### src/design/wrsd_pkg.sv
// Shared constants, register indexes and types for the windowed RMS sound detector.
// Used by the interfaces and by every module of the block; depends on nothing else.
package wrsd_pkg;

	localparam int SAMPLE_BITS    = 12;
	localparam int MAX_WINDOW     = 1024;
	localparam int MIN_WINDOW     = 2;
	localparam int LEN_BITS       = 11;
	localparam int LEVEL_BITS     = 12;
	localparam int RMSQ_BITS      = 24;
	localparam int SUM_BITS       = 22;
	localparam int SQSUM_BITS     = 34;
	localparam int SQ_BITS        = 2 * SAMPLE_BITS;
	localparam int MUL_BITS       = 24;
	localparam int PROD_BITS      = 2 * MUL_BITS;
	localparam int QSPLIT         = 17;
	localparam int NQ_PART_BITS   = LEN_BITS + QSPLIT;
	localparam int SPREAD_BITS    = 45;
	localparam int SUMSQ_BITS     = 2 * SUM_BITS;
	localparam int NN_BITS        = 2 * LEN_BITS - 1;
	localparam int MEAN_LIM_BITS  = SUM_BITS + 1;
	localparam int CFG_INDEX_BITS = 2;
	localparam int CFG_DATA_BITS  = 24;

	localparam logic [CFG_INDEX_BITS-1:0] REG_WINDOW_LENGTH = 2'd0;
	localparam logic [CFG_INDEX_BITS-1:0] REG_MEAN_LEVEL    = 2'd1;
	localparam logic [CFG_INDEX_BITS-1:0] REG_RMS_LIMIT_SQ  = 2'd2;

	localparam logic [LEN_BITS-1:0]   WINDOW_LENGTH_RST = 11'd200;
	localparam logic [LEVEL_BITS-1:0] MEAN_LEVEL_RST    = 12'd2055;
	localparam logic [RMSQ_BITS-1:0]  RMS_LIMIT_SQ_RST  = 24'd100;

	// One request to the shared multiplier; the product register loads only when en is set.
	typedef struct packed {
		logic                en;
		logic [MUL_BITS-1:0] a;
		logic [MUL_BITS-1:0] b;
	} mul_req_t;

	// Window result handed from the sequencer to the output register.
	typedef struct packed {
		logic                done;
		logic                detected;
		logic [SUM_BITS-1:0] total;
	} win_result_t;

endpackage

### src/design/wrsd_mul.sv
// Shared 24 x 24 unsigned multiplier with a registered product.
// Depends on wrsd_pkg for the request type and widths.
module wrsd_mul
	import wrsd_pkg::*;
(
	input  logic                 clk,
	input  mul_req_t             req,
	output logic [PROD_BITS-1:0] prod
);

	logic [PROD_BITS-1:0] prod_q;

	always_ff @(posedge clk) begin
		if (req.en) begin
			prod_q <= PROD_BITS'(req.a) * PROD_BITS'(req.b);
		end
	end

	assign prod = prod_q;

endmodule

### config.mk
export PLATFORM = sky130hd
export DESIGN_NAME = wrsd_mul
export DESIGN_NICKNAME = d
export VERILOG_FILES = /design/src/design/wrsd_pkg.sv /design/src/design/wrsd_mul.sv
export SDC_FILE = /design/constraint.sdc
export NUM_CORES = 1
export LEC_CHECK = 0
export ABC_AREA = 1
export ABC_CLOCK_PERIOD_IN_PS = 6800
export BUFFER_PORTS_ARGS = -buffer_cell sky130_fd_sc_hd__buf_2
export CAP_MARGIN = 30
export CORE_MARGIN = 2
export CORE_UTILIZATION = 38
export DETAILED_ROUTE_END_ITERATION = 8
export GPL_ROUTABILITY_DRIVEN = 0
export RECOVER_POWER = 100
export SLEW_MARGIN = 40
export SYNTH_ARGS = -nofsm -noshare
export SYNTH_HDL_FRONTEND = slang
export SYNTH_SLANG_ARGS = --single-unit
### constraint.sdc
create_clock -name clk -period 6.8 [get_ports clk]
set_input_delay 1.02 -clock clk [delete_from_list [all_inputs] [get_ports clk]]
set_output_delay 1.02 -clock clk [all_outputs]
set_load 0.05 [all_outputs]
==> After elaboration in Yosys (flattened, before gate mapping) <==
Cells that the tools add are included.
{ "word_totals": {"wordCells": 2, "inputBits": 50, "regBits": 48} }
{ "classes": {"multipliers": 1} }
{ "op_table": {"columns": ["cell", "count"], "rows": [
  ["24-bit by 24-bit multiplier with 48-bit output", 1]
]} }

==> Depth between registers and ports, before layout <==
{ "logic_depth": {"word_depth": 1, "mapped_depth": 29} }

==> Worst setup path before layout <==
Ideal clock, no wire load.
{ "synth_path": {"kind": "input port to flip-flop", "startpoint": "input req[3] (netlist bit)", "endpoint": "register prod_q[47], in the netlist prod[47] (data pin)", "path_slack_ns": 0.322, "path_stages": 26, "t_arrival_ns": 6.226, "setup_time_ns": 0.253, "required_ns": 6.547, "cell_sequence": "clkbuf_1 nand2_1 fa_1 inv_1 fa_1 inv_1 fa_1 inv_1 fa_1 inv_1 fa_1 inv_1 fa_1 inv_1 fa_1 inv_1 ha_1 nand2_2 nor2_2 nand2_1 inv_1 nand2_1 nor2_1 nand2_1 nand4_1 nand2_1"} }
{ "synth_between": {"elab_chain_cells": 1} }
{ "synth_lines": {"columns": ["item", "line_no", "source"], "rows": [
  ["start, declared", "wrsd_mul.sv:7", "input mul_req_t req,"],
  ["24-bit by 24-bit multiplier with 48-bit output", "wrsd_mul.sv:15", "prod_q <= PROD_BITS'(req.a) * PROD_BITS'(req.b);"],
  ["end signal, assigned", "wrsd_mul.sv:15", null],
  ["end, declared", "wrsd_mul.sv:11", "logic [PROD_BITS-1:0] prod_q;"]
]} }
No other way between the ends.
A chain may end at the register's enable or synchronous reset.

==> Worst setup path in the final report <==
{ "layout_path": {"startpoint": "input req[40] (netlist bit)", "endpoint": "register prod_q[26], in the netlist prod[26] (data pin)"} }
Same word-level chain as after synthesis.

==> impl_metrics.ini <==
[cells_and_area]
finalNetCount = 3800
drive_gt1_frac = 0.08756
largest_reg_flops = 48
syn_to_final_growth_pct = 12.10

[synth]
synth_cell_types = 25
ys_seq_area_frac = 0.06547
yosysWarnings = 0
netlist_area_um2 = 22020
ys_ff_latch = 48
postSynthCellCount = 2924
syn-num-nets = 3630
synth_area_per_cell_um2 = 7.530

[global_routing]
grt_max_degree = 49
grt_pass1_wl_um = 96440
first_global_vias = 18470
grt_overflow = 0
antenna_found_initial = 3
grtUsageTotal = 0.2031

[drt]
final_antenna_net_count = 0
drt_iter0_drc = 1008
drc_errors = 0
drt-pass1-iter-count = 6
avgRoutedWirePerCell_um = 14.85
wirelength_um = 57350
vias_per_cell = 4.472
vias = 17270

[place]
place_ws_ns = -0.2261
hpwl_um = 51350
port_buffers = 97

[clock_network]
cts_setup_buffers = 0
cts_max_level = 2
cts_resized = 0
cts_made_buffers = 5
hold_buffers = 0
clk_pin_slew_ns = 0.07
cts_root_buffer = clkbuf_16
cts_tree = yes
cts_sinks = 48
cts_buffer_depth = 2

[timing]
fmax_ghz = 0.1520
maxSlewHeadroom = -0.8935
setup_viol = 0
final_max_slew_viol_count = 49
fin_crit_ns = 6.580
rsz0062_at_grt = yes
final_hold_viol_count = 0
worstMarginPinSlew_ns = 2.840
period_share = 0.9676
fin_ws_ns = 0.2200

[worst_setup_path]
cp_max_fo = 13
cp_data_required_time_ns = 6.98
worstSetupPathType = in -> reg
worstPathArrival_ns = 6.76
critPathLaunch = req[40]
critPathLaunchType = input pin
endpoint_kind = register

[hold_path]
worstHoldPathType = in -> reg
worstHoldStart = req[25]

[die]
die_w_um = 244.7
die_h_um = 244.7
core_area_um2 = 57480
rows = 88
initial_core_util = 0.3831
die_area_um2 = 59880
io_pins = 98

[run_status]
outcome = finished, violations left
violations = capacitance limit, slew limit

[job]
drv_cap = 1
layout by cell type, fill, tap and decap left out, types with 8 or more instances in the layout:
| cell | synthesis | routed |
|---|---|---|
| xor2_1 | 21 | 19 |
| nand3_1 | 31 | 31 |
| nor2_4 | 5 | 9 |
| buf_2 | 0 | 24 |
| inv_1 | 1012 | 1012 |
| a21oi_1 | 29 | 25 |
| ha_1 | 174 | 169 |
| edfxtp_1 | 48 | 48 |
| buf_4 | 0 | 153 |
| buf_12 | 0 | 9 |
| clkbuf_1 | 96 | 52 |
| nand2_1 | 905 | 906 |
| nand3_2 | 8 | 8 |
| fa_1 | 482 | 482 |
| clkbuf_4 | 0 | 22 |
| nor2_2 | 10 | 13 |
| nand2_2 | 13 | 11 |
| nor2_1 | 58 | 51 |
layer usage:
layer	wire length, µm	share of wire	track usage	vias to the layer above
li1	-	-	-	8340
met1	26310	0.46	0.2867	8471
met2	27010	0.47	0.3359	388
met3	2670	0.047	0.02143	70
met4	1335	0.023	0.04753	2
met5	13	0.00023	0	-
metrics by stage:
stage / util / hold slack (ns) / area [µm²] / TNS (ns) / cells
2_1_floorplan: - / 1.133 / 22020 / 0 / 2924
3_3_place_gp: 0.4250 / 1.560 / 24430 / -3.668 / 3852
3_5_place_dp: 0.4250 / 1.562 / 24430 / -3.217 / 3852
4_1_cts: 0.4279 / 1.417 / 24590 / 0 / 3860
5_1_grt: 0.4294 / 1.582 / 24680 / -0.01124 / 3861
6_report: 0.4294 / 1.539 / 24680 / 0 / 3862
area by class of cell:
class / instances / area [µm²]
fillers: 5936 / 32790
multi-input cells: 1766 / 16500
inverters: 1014 / 3806
repair buffers: 259 / 1805
flip-flops and latches: 48 / 1441
well taps: 765 / 957.2
clock buffers: 6 / 128.9
clock inverters: 2 / 35.03
diodes: 2 / 5.005
synthesized netlist by cell type (all sizes together):
cell / number / area, µm²
edfxtp: 48 / 1441
or2: 3 / 18.77
o21bai: 6 / 45.04
a21oi: 29 / 145.1
nand3: 39 / 235.2
xor2: 21 / 183.9
clkbuf: 96 / 360.4
nand2b: 1 / 6.260
and2: 2 / 12.51
nor2: 73 / 336.6
ha: 174 / 2177
nor3: 3 / 15.01
nand4: 3 / 18.77
o21ai: 2 / 10.01
a31oi: 4 / 25.02
xnor2: 6 / 52.55
nand2: 918 / 3478
fa: 482 / 9649
inv: 1014 / 3806
logic make-up (layout without fill, tap and decap cells):
group,after synthesis,in the layout,share of synthesized area
other,0,2,0
buffers and inverters,1110,1281,0.1892
flip-flops,48,48,0.06547
adder cells (fa/ha/maj),656,656,0.5371
AO/OA/AOI/OAI,41,41,0.01023
AND/OR/NAND/NOR,1042,1042,0.1872
XOR/XNOR,27,27,0.01074
worst paths after layout:
path | slack, ns | cells past startpoint | to
setup / recovery | 0.22 | 24 | prod[26]
hold / removal | 1.54 | 5 | prod[1]
critical path, stage by stage:
cell	delay [ns]
clkbuf_4	0.21
buf_4	0.18
nand2_1	0.05
inv_1	0.06
fa_1	0.50
fa_1	0.51
inv_1	0.05
fa_1	0.46
fa_1	0.52
inv_1	0.06
fa_1	0.51
fa_1	0.51
inv_1	0.05
fa_1	0.57
inv_1	0.06
ha_1	0.35
nand2_1	0.13
nor2_2	0.15
nand2_1	0.09
nor2_1	0.11
nand2_1	0.07
nand3_2	0.13
xor2_2	0.25
buf_4	0.15
Power is not shown: default switching activity piles up to over one toggle a cycle in this logic, so the estimate is an artifact.
