==> src/design/wrsd_pkg.sv <==
// Shared constants, register indexes and types for the windowed RMS sound detector.
// Used by the interfaces and by every module of the block; depends on nothing else.
package wrsd_pkg;

	localparam int SAMPLE_BITS    = 12;
	localparam int MAX_WINDOW     = 1024;
	localparam int MIN_WINDOW     = 2;
	localparam int LEN_BITS       = 11;
	localparam int LEVEL_BITS     = 12;
	localparam int RMSQ_BITS      = 24;
	localparam int SUM_BITS       = 22;
	localparam int SQSUM_BITS     = 34;
	localparam int SQ_BITS        = 2 * SAMPLE_BITS;
	localparam int MUL_BITS       = 24;
	localparam int PROD_BITS      = 2 * MUL_BITS;
	localparam int QSPLIT         = 17;
	localparam int NQ_PART_BITS   = LEN_BITS + QSPLIT;
	localparam int SPREAD_BITS    = 45;
	localparam int SUMSQ_BITS     = 2 * SUM_BITS;
	localparam int NN_BITS        = 2 * LEN_BITS - 1;
	localparam int MEAN_LIM_BITS  = SUM_BITS + 1;
	localparam int CFG_INDEX_BITS = 2;
	localparam int CFG_DATA_BITS  = 24;

	localparam logic [CFG_INDEX_BITS-1:0] REG_WINDOW_LENGTH = 2'd0;
	localparam logic [CFG_INDEX_BITS-1:0] REG_MEAN_LEVEL    = 2'd1;
	localparam logic [CFG_INDEX_BITS-1:0] REG_RMS_LIMIT_SQ  = 2'd2;

	localparam logic [LEN_BITS-1:0]   WINDOW_LENGTH_RST = 11'd200;
	localparam logic [LEVEL_BITS-1:0] MEAN_LEVEL_RST    = 12'd2055;
	localparam logic [RMSQ_BITS-1:0]  RMS_LIMIT_SQ_RST  = 24'd100;

	// One request to the shared multiplier; the product register loads only when en is set.
	typedef struct packed {
		logic                en;
		logic [MUL_BITS-1:0] a;
		logic [MUL_BITS-1:0] b;
	} mul_req_t;

	// Window result handed from the sequencer to the output register.
	typedef struct packed {
		logic                done;
		logic                detected;
		logic [SUM_BITS-1:0] total;
	} win_result_t;

endpackage

==> src/design/wrsd_seq.sv <==
// Sequencer and accumulators: squares each sample, keeps the window sums and, at the
// window end, runs the exact variance and mean tests through the shared multiplier.
// Depends on wrsd_pkg.
module wrsd_seq
	import wrsd_pkg::*;
(
	input  logic                   clk,
	input  logic                   arst_n,
	input  logic                   in_valid,
	input  logic [SAMPLE_BITS-1:0] in_sample,
	output logic                   in_ready,
	input  logic [LEN_BITS-1:0]    eff_len,
	input  logic [LEVEL_BITS-1:0]  mean_level,
	input  logic [RMSQ_BITS-1:0]   rms_limit_sq,
	input  logic                   out_free,
	output win_result_t            result,
	output mul_req_t               mul_req,
	input  logic [PROD_BITS-1:0]   prod
);

	typedef enum logic [9:0] {
		S_IDLE = 10'b00_0000_0001,
		S_SQR  = 10'b00_0000_0010,
		S_ACC  = 10'b00_0000_0100,
		S_SS   = 10'b00_0000_1000,
		S_NQL  = 10'b00_0001_0000,
		S_NQH  = 10'b00_0010_0000,
		S_NN   = 10'b00_0100_0000,
		S_RL   = 10'b00_1000_0000,
		S_LV   = 10'b01_0000_0000,
		S_OUT  = 10'b10_0000_0000
	} seq_state_t;

	seq_state_t              state_q;
	logic [SAMPLE_BITS-1:0]  sample_q;
	logic [LEN_BITS-1:0]     count_q;
	logic [SUM_BITS-1:0]     sum_q;
	logic [SQSUM_BITS-1:0]   sqsum_q;
	logic [SUMSQ_BITS-1:0]   sumsq_q;
	logic [SPREAD_BITS-1:0]  spread_q;
	logic                    loud_q;
	logic [LEN_BITS-1:0]     count_inc;
	logic                    bright;

	assign count_inc = count_q + 1'b1;
	assign in_ready  = (state_q == S_IDLE);
	assign bright    = {1'b0, sum_q} > prod[MEAN_LIM_BITS-1:0];

	assign result.done     = (state_q == S_OUT) && out_free;
	assign result.detected = loud_q && bright;
	assign result.total    = sum_q;

	always_comb begin
		mul_req = '0;
		unique case (state_q)
			S_SQR: begin
				mul_req.en = 1'b1;
				mul_req.a  = MUL_BITS'(sample_q);
				mul_req.b  = MUL_BITS'(sample_q);
			end
			S_SS: begin
				mul_req.en = 1'b1;
				mul_req.a  = MUL_BITS'(sum_q);
				mul_req.b  = MUL_BITS'(sum_q);
			end
			S_NQL: begin
				mul_req.en = 1'b1;
				mul_req.a  = MUL_BITS'(eff_len);
				mul_req.b  = MUL_BITS'(sqsum_q[QSPLIT-1:0]);
			end
			S_NQH: begin
				mul_req.en = 1'b1;
				mul_req.a  = MUL_BITS'(eff_len);
				mul_req.b  = MUL_BITS'(sqsum_q[SQSUM_BITS-1:QSPLIT]);
			end
			S_NN: begin
				mul_req.en = 1'b1;
				mul_req.a  = MUL_BITS'(eff_len);
				mul_req.b  = MUL_BITS'(eff_len);
			end
			S_RL: begin
				mul_req.en = 1'b1;
				mul_req.a  = MUL_BITS'(rms_limit_sq);
				mul_req.b  = MUL_BITS'(prod[NN_BITS-1:0]);
			end
			S_LV: begin
				mul_req.en = 1'b1;
				mul_req.a  = MUL_BITS'(mean_level);
				mul_req.b  = MUL_BITS'(eff_len);
			end
			S_IDLE, S_ACC, S_OUT: begin
				mul_req.en = 1'b0;
			end
			default: begin
				mul_req.en = 1'b0;
			end
		endcase
	end

	always_ff @(posedge clk or negedge arst_n) begin
		if (!arst_n) begin
			state_q <= S_IDLE;
			count_q <= '0;
			sum_q   <= '0;
			sqsum_q <= '0;
		end else begin
			unique case (state_q)
				S_IDLE: begin
					if (in_valid) begin
						state_q <= S_SQR;
					end
				end
				S_SQR: begin
					state_q <= S_ACC;
				end
				S_ACC: begin
					sum_q   <= sum_q + SUM_BITS'(sample_q);
					sqsum_q <= sqsum_q + SQSUM_BITS'(prod[SQ_BITS-1:0]);
					count_q <= count_inc;
					// The window also closes when the length was lowered below the count.
					state_q <= (count_inc >= eff_len) ? S_SS : S_IDLE;
				end
				S_SS:  state_q <= S_NQL;
				S_NQL: state_q <= S_NQH;
				S_NQH: state_q <= S_NN;
				S_NN:  state_q <= S_RL;
				S_RL:  state_q <= S_LV;
				S_LV:  state_q <= S_OUT;
				S_OUT: begin
					if (out_free) begin
						count_q <= '0;
						sum_q   <= '0;
						sqsum_q <= '0;
						state_q <= S_IDLE;
					end
				end
				default: state_q <= S_IDLE;
			endcase
		end
	end

	// Datapath registers that need no reset.
	always_ff @(posedge clk) begin
		case (state_q)
			S_IDLE: begin
				if (in_valid) begin
					sample_q <= in_sample;
				end
			end
			S_NQL: sumsq_q <= prod[SUMSQ_BITS-1:0];
			S_NQH: spread_q <= SPREAD_BITS'(prod[NQ_PART_BITS-1:0]);
			S_NN: begin
				spread_q <= spread_q + {prod[NQ_PART_BITS-1:0], {QSPLIT{1'b0}}};
			end
			S_RL: begin
				// N*Q - S*S, floored at zero.
				if (spread_q > SPREAD_BITS'(sumsq_q)) begin
					spread_q <= spread_q - SPREAD_BITS'(sumsq_q);
				end else begin
					spread_q <= '0;
				end
			end
			S_LV: loud_q <= spread_q > prod[SPREAD_BITS-1:0];
			default: begin
			end
		endcase
	end

endmodule

==> config.mk <==
export PLATFORM = sky130hd
export DESIGN_NAME = wrsd_seq
export DESIGN_NICKNAME = d
export VERILOG_FILES = /design/src/design/wrsd_pkg.sv /design/src/design/wrsd_seq.sv
export SDC_FILE = /design/constraint.sdc
export NUM_CORES = 1
export LEC_CHECK = 0
export BUFFER_PORTS_ARGS = -buffer_cell sky130_fd_sc_hd__buf_2
export CAP_MARGIN = 25
export CORE_MARGIN = 8
export CORE_UTILIZATION = 45
export CTS_CLUSTER_SIZE = 14
export DETAILED_ROUTE_END_ITERATION = 16
export PLACE_DENSITY = 0.68
export SKIP_CTS_REPAIR_TIMING = 1
export SLEW_MARGIN = 20
export SYNTH_ARGS = -nofsm -noshare
export SYNTH_HDL_FRONTEND = slang
export SYNTH_SLANG_ARGS = --single-unit
==> constraint.sdc <==
create_clock -name clk -period 3.87 [get_ports clk]
set_input_delay 0 -clock clk [delete_from_list [all_inputs] [get_ports clk]]
set_output_delay 0 -clock clk [all_outputs]
set_load 0.02 [all_outputs]
# Word-level counts from Yosys, hierarchy flattened
# Cells that the tools add are included.
# W data, S select, Z words.
dict set report classes {
  add_sub_neg 5
  mul 0
  div 0
  order_cmp 4
  eq_ne 12
  shifts 0
  muxes 14
  n_bitwise 0
  reduce_logical 8
}
# operator n
set op_table {}
lappend op_table {{$pmux W48 S7} 1}
lappend op_table {{$pmux W45 S3} 1}
lappend op_table {{$pmux W10 S10} 1}
lappend op_table {{$pmux W34 S2} 1}
lappend op_table {{$add A45 B45 Y45} 1}
lappend op_table {{$gt A45 B44 Y1} 1}
lappend op_table {{$gt A45 B45 Y1} 1}
lappend op_table {{$mux W45} 1}
lappend op_table {{$sub A45 B44 Y45} 1}
lappend op_table {{$pmux W22 S2} 1}
lappend op_table {{$add A34 B24 Y34} 1}
lappend op_table {{$mux W34} 1}
lappend op_table {{$gt A22 B23 Y1} 1}
lappend op_table {{$add A22 B12 Y22} 1}
lappend op_table {{$mux W22} 1}
lappend op_table {{$pmux W11 S2} 1}
lappend op_table {{$mux W10} 2}
lappend op_table {{$add A11 B1 Y11 const B} 1}
lappend op_table {{$ge A11 B11 Y1} 1}
lappend op_table {{$mux W11} 1}
lappend op_table {{$eq A10 B1 Y1 const B} 1}
lappend op_table {{$eq A10 B10 Y1 const B} 1}
lappend op_table {{$eq A10 B2 Y1 const B} 1}
lappend op_table {{$eq A10 B3 Y1 const B} 1}
lappend op_table {{14 further kinds} 18}
dict set report totals {
  ff_bits 179
  latch_bits 0
  ramBits 0
  rom_bits 0
  inputBits 111
  elab_cells 51
  mem_count 0
}

# Logic depth before layout (Yosys ltp)
dict set report logic_depth {
  ltp_word 4
  depth_mapped 13
}

# Least setup slack after synthesis
# Ideal clock, no wire load.
dict set report synth_timing {
  kind {register to output}
  from {reg state_q[5]}
  to {out mul_req[10] in the netlist's numbering}
  arrival_ns 3.544
  required_ns 3.870
  setup_slack_ns 0.326
  stages_incl_launch_ff 7
  path_cell_list {dfrtp_1 > nor4_1 > nand3_1 > nor3b_1 > clkbuf_1 > a22oi_1 > nand3_1}
}
# element line
set synth_lines {}
lappend synth_lines {{from (decl)} wrsd_seq.sv:34} ;# seq_state_t state_q;
lappend synth_lines {{from (signal assigned)} wrsd_seq.sv:121} ;# state_q <= (count_inc >= eff_len) ? S_SS : S_IDLE;
lappend synth_lines {{to (decl)} wrsd_seq.sv:17} ;# output mul_req_t mul_req,

# Final worst setup path
dict set report layout_timing {
  from {reg sqsum_q[0]}
  to {reg sqsum_q[28]}
}
dict set report layout_between {
  elab_chain_len 2
}
# element line
set layout_rtl {}
lappend layout_rtl {{from (decl)} wrsd_seq.sv:38} ;# logic [SQSUM_BITS-1:0] sqsum_q;
lappend layout_rtl {{from (signal assigned)} wrsd_seq.sv:118} ;# sqsum_q <= sqsum_q + SQSUM_BITS'(prod[SQ_BITS-1:0]);
lappend layout_rtl {{$add A34 B24 Y34} wrsd_seq.sv:118}
lappend layout_rtl {{$pmux W34 S2} wrsd_seq.sv:107} ;# unique case (state_q)
# No other way between the ends.
# A chain may end at the register's enable or synchronous reset.

==> key figures <==
Outcome
  • Status: completed

Yosys
  • Post-synth top cells: 186 x ha_1, 155 x nand2_1, 137 x inv_1, 126 x o21ai_0, 113 x a21oi_1
  • Main combinational cell family by area after synthesis: compound AO/OA/AOI/OAI gates
  • Synthesized area per cell: 8.824 um^2
  • Ys flop type: edfxtp_1
  • Post-synth top area share: 19.65%
  • Simple-gate share of the synthesized area: 16.36%
  • Synth async-reset ratio: 43.02%
  • Top post-synthesis cells by area: edfxtp_1 20%, ha_1 15%, dfrtp_1 12%, a21o_1 4.7%, o21ai_0 4.0%
  • Yosys warning count: 0
  • Post-synthesis mux area share: 0.1927%
  • Mapped Cells: 1766
  • Synth Area in Compound Gates: 25.46%
  • Synth cell types: 82
  • Post-synthesis xor/xnor area fraction: 5.283%
  • Sequential share of the synthesized area: 32.03%
  • Most numerous cell in the Yosys netlist: ha_1
  • FF+latch count, synth: 179
  • Leading area contributor after synthesis: edfxtp_1
  • Post-synthesis adder-cell area fraction: 15.45%
  • Mapped Area: 15580 um^2
  • Post-synth EDFFs: 102

Global routing
  • Gr usage total: 25.82%
  • Total grt overflow: 0
  • Number of global-route vias before repair: 14870
  • Pin count of the biggest net entering global routing: 72
  • Antenna violations before repair: 0
  • Global-route wire length before repair: 83320 um

Routing
  • Routed wire per std cell: 22.33 um
  • Post-route DRC: 0
  • First DRT Iteration DRCs: 1415
  • Pre-Repair DR Iteration Count: 8
  • Avg Vias per Cell: 6.235
  • Antenna viol nets, final: 0
  • Vias: 15260
  • Routed wire length: 54660 um

Power
  • Combinational power share: 41.9%
  • Leakage power figure: 0.008814 uW
  • Pint: 4562 uW
  • Pwr Density: 430.4 nW/um^2
  • Sw frac: 41.73%
  • Clock power share: 22.7%
  • Peak supply drop: 340.4 uV
  • P_sw: 3268 uW
  • Final Total Pwr: 7830 uW
  • Sequential Power Share: 35.4%

Timing
  • Crit path time final: 3.698 ns
  • Setup Viol. Count Final: 0
  • Final Skew: 0.01589 ns
  • Slew headroom: 33.55%
  • RSZ-0062 raised after global routing: no
  • Setup TNS: 0 ns
  • Tightest Pin Transition: 0.9930 ns
  • Hold Vio Cnt, Final: 0
  • Final period util: 95.56%
  • Fmax: 270.4 MHz
  • Slew Limit Fails: 0

Hold path
  • Hold WC Path Type: input pin to async pin

Clock network
  • Clock latency on the worst-skew pair: 0.47 ns
  • Clock root cell: clkbuf_16
  • Num CTS Buffers: 17
  • # H-tree levels: 4
  • Maximum clock insertion buffer count: 2
  • CTS tree: yes
  • Clock sinks: 179
  • Reg clk slew, reported paths: 0.08 ns

Critical path
  • Worst Setup End Kind: flip-flop
  • CP cell instances: ha_1, fa_1, a21o_1, a21o_1, a2111o_1, a2111oi_4, nor3_2, or4_4, and3_4, and3_1, nor3_1
  • Setup crit start kind: flip-flop
  • CP arrival: 4.08 ns
  • Crit path max fanout: 4
  • Crit-path slowest cell: or4_4
  • Worst path max stage delay: 0.55 ns
  • Worst Path Class, Setup: flip-flop to flip-flop
  • Req. time, crit path: 4.25 ns
  • Most used cell, CP: a21o_1

Cells and area
  • Area Growth Syn to Fin: 16.75%
  • Nets@finish: 2281
  • Finished Layout Cells: 2448
  • Diode count: 0
  • Fill count: 3171
  • Share of cells above drive strength 1: 13.60%

Placed design
  • Placed insts: 2357
  • Final weighted congestion in routability-driven placement: 0.9655
  • HPWL after DPL: 40910 um
  • Input/output buffers: 179

Flow run
  • Max-cap viol count: 0

Die
  • Io pins: 185
  • Starting Density: 45.45%
  • Die width: 202.1 um
  • Die ar.: 40840 um^2
  • # rows: 68
  • Die H: 202.1 um
  • CORE AREA: 34290 um^2
==> worst max-delay path: cells and delay by family (launching register included) <==
kind	cells	cell delay (ns)
AOI/OAI and AO/OA	4	1.36
DFF	1	0.41
adders and majority gates	2	0.63
and+or+nand+nor	5	1.21
==> final timing paths <==
path	startpoint	to	slack [ns]	depth (start not counted)
max	sqsum_q[0]	sqsum_q[28]	0.17	11
min	arst_n	sqsum_q[15]	0.06	2
max reg2reg	sqsum_q[0]	sqsum_q[28]	0.17	11
min reg2reg	count_q[10]	count_q[10]	0.53	2
max in group asynchronous	arst_n	sum_q[4]	2.84	3
min in group clk	eff_len[10]	state_q[0]	0.07	5
==> placed cells by master, fill, tap and decap left out, types with 14 or more instances in the layout <==
master         synthesis  final
a21o_1                98     98
ha_1                 186    186
nor2b_1               19     19
a22o_1                17     17
edfxtp_1             102    102
nand2_1              155    155
dlygate4sd3_1          0     58
xor2_1                43     43
nand3_1               73     73
buf_2                  0    178
o21a_1                22     22
a21oi_1              113    113
buf_4                  3     29
nand4_1               34     34
dfrtp_1               76     76
o21ai_0              126    126
a22oi_1               41     41
inv_1                137    137
o211ai_1              14     14
xnor2_1               51     51
nor2_1                80     80
nor3_1                24     24
a222oi_1              23     23
and3_1                25     25
clkbuf_16              0     17
==> power by group through the flow <==
| stage | clock, uW | sequential (uW) | combinational [uW] |
|---|---|---|---|
| floorplan | 0 | 2710 | 2270 |
| detailed placement | 0 | 2790 | 3180 |
| global placement | 0 | 2780 | 3090 |
| CTS | 1800 | 2750 | 3200 |
| global route | 1870 | 2790 | 3640 |
| finish | 1780 | 2770 | 3280 |
==> kinds of logic after synthesis <==
group / after synthesis
flip-flops: 179
AND/OR/NAND/NOR: 506
buffers and inverters: 211
other: 1
XOR/XNOR: 94
AO/OA/AOI/OAI: 582
adder cells (fa/ha/maj): 190
multiplexers: 3
==> per-layer routing <==
metal	GRT usage [%]	share of wire [%]	vias up
li1	-	-	7075
met1	33.56	42	7273
met2	41.38	46	776
met3	5.059	8.6	140
met4	11.09	3.9	0
met5	0	0	-
==> stage by stage <==
step | setup slack (ns) | utilization, % | hold WS (ns) | cell area (um^2)
after global placement | 0.2912 | 49.70 | 0.03212 | 17040
after floorplan | 0.3264 | - | -0.2956 | 15590
after detailed placement | 0.2301 | 49.70 | 0.03271 | 17040
after CTS | 0.2096 | 51.35 | -0.4647 | 17610
after global routing | 0.008041 | 53.06 | 0.06158 | 18190
final | 0.1720 | 53.06 | 0.06323 | 18190
==> registers in the layout, indices dropped and copies added, names as in the netlist <==
signal    count
sumsq_q      44
spread_q     45
count_q      11
loud_q        1
sum_q        22
sample_q     12
state_q      10
sqsum_q      34
==> layout make-up <==
class                           instances  area, um^2  share of cell area, %
Clock inverter                         14       135.1                 0.7427
Sequential cell                       179        4991                  27.43
Tap cell                              455       569.3                  3.129
Clock buffer                           18       429.2                  2.359
Inverter                              138       518.0                  2.847
Multi-Input combinational cell       1377        9822                  53.99
Timing Repair Buffer                  267        1729                  9.504
No activity file was read; power rests on OpenSTA's default activity.
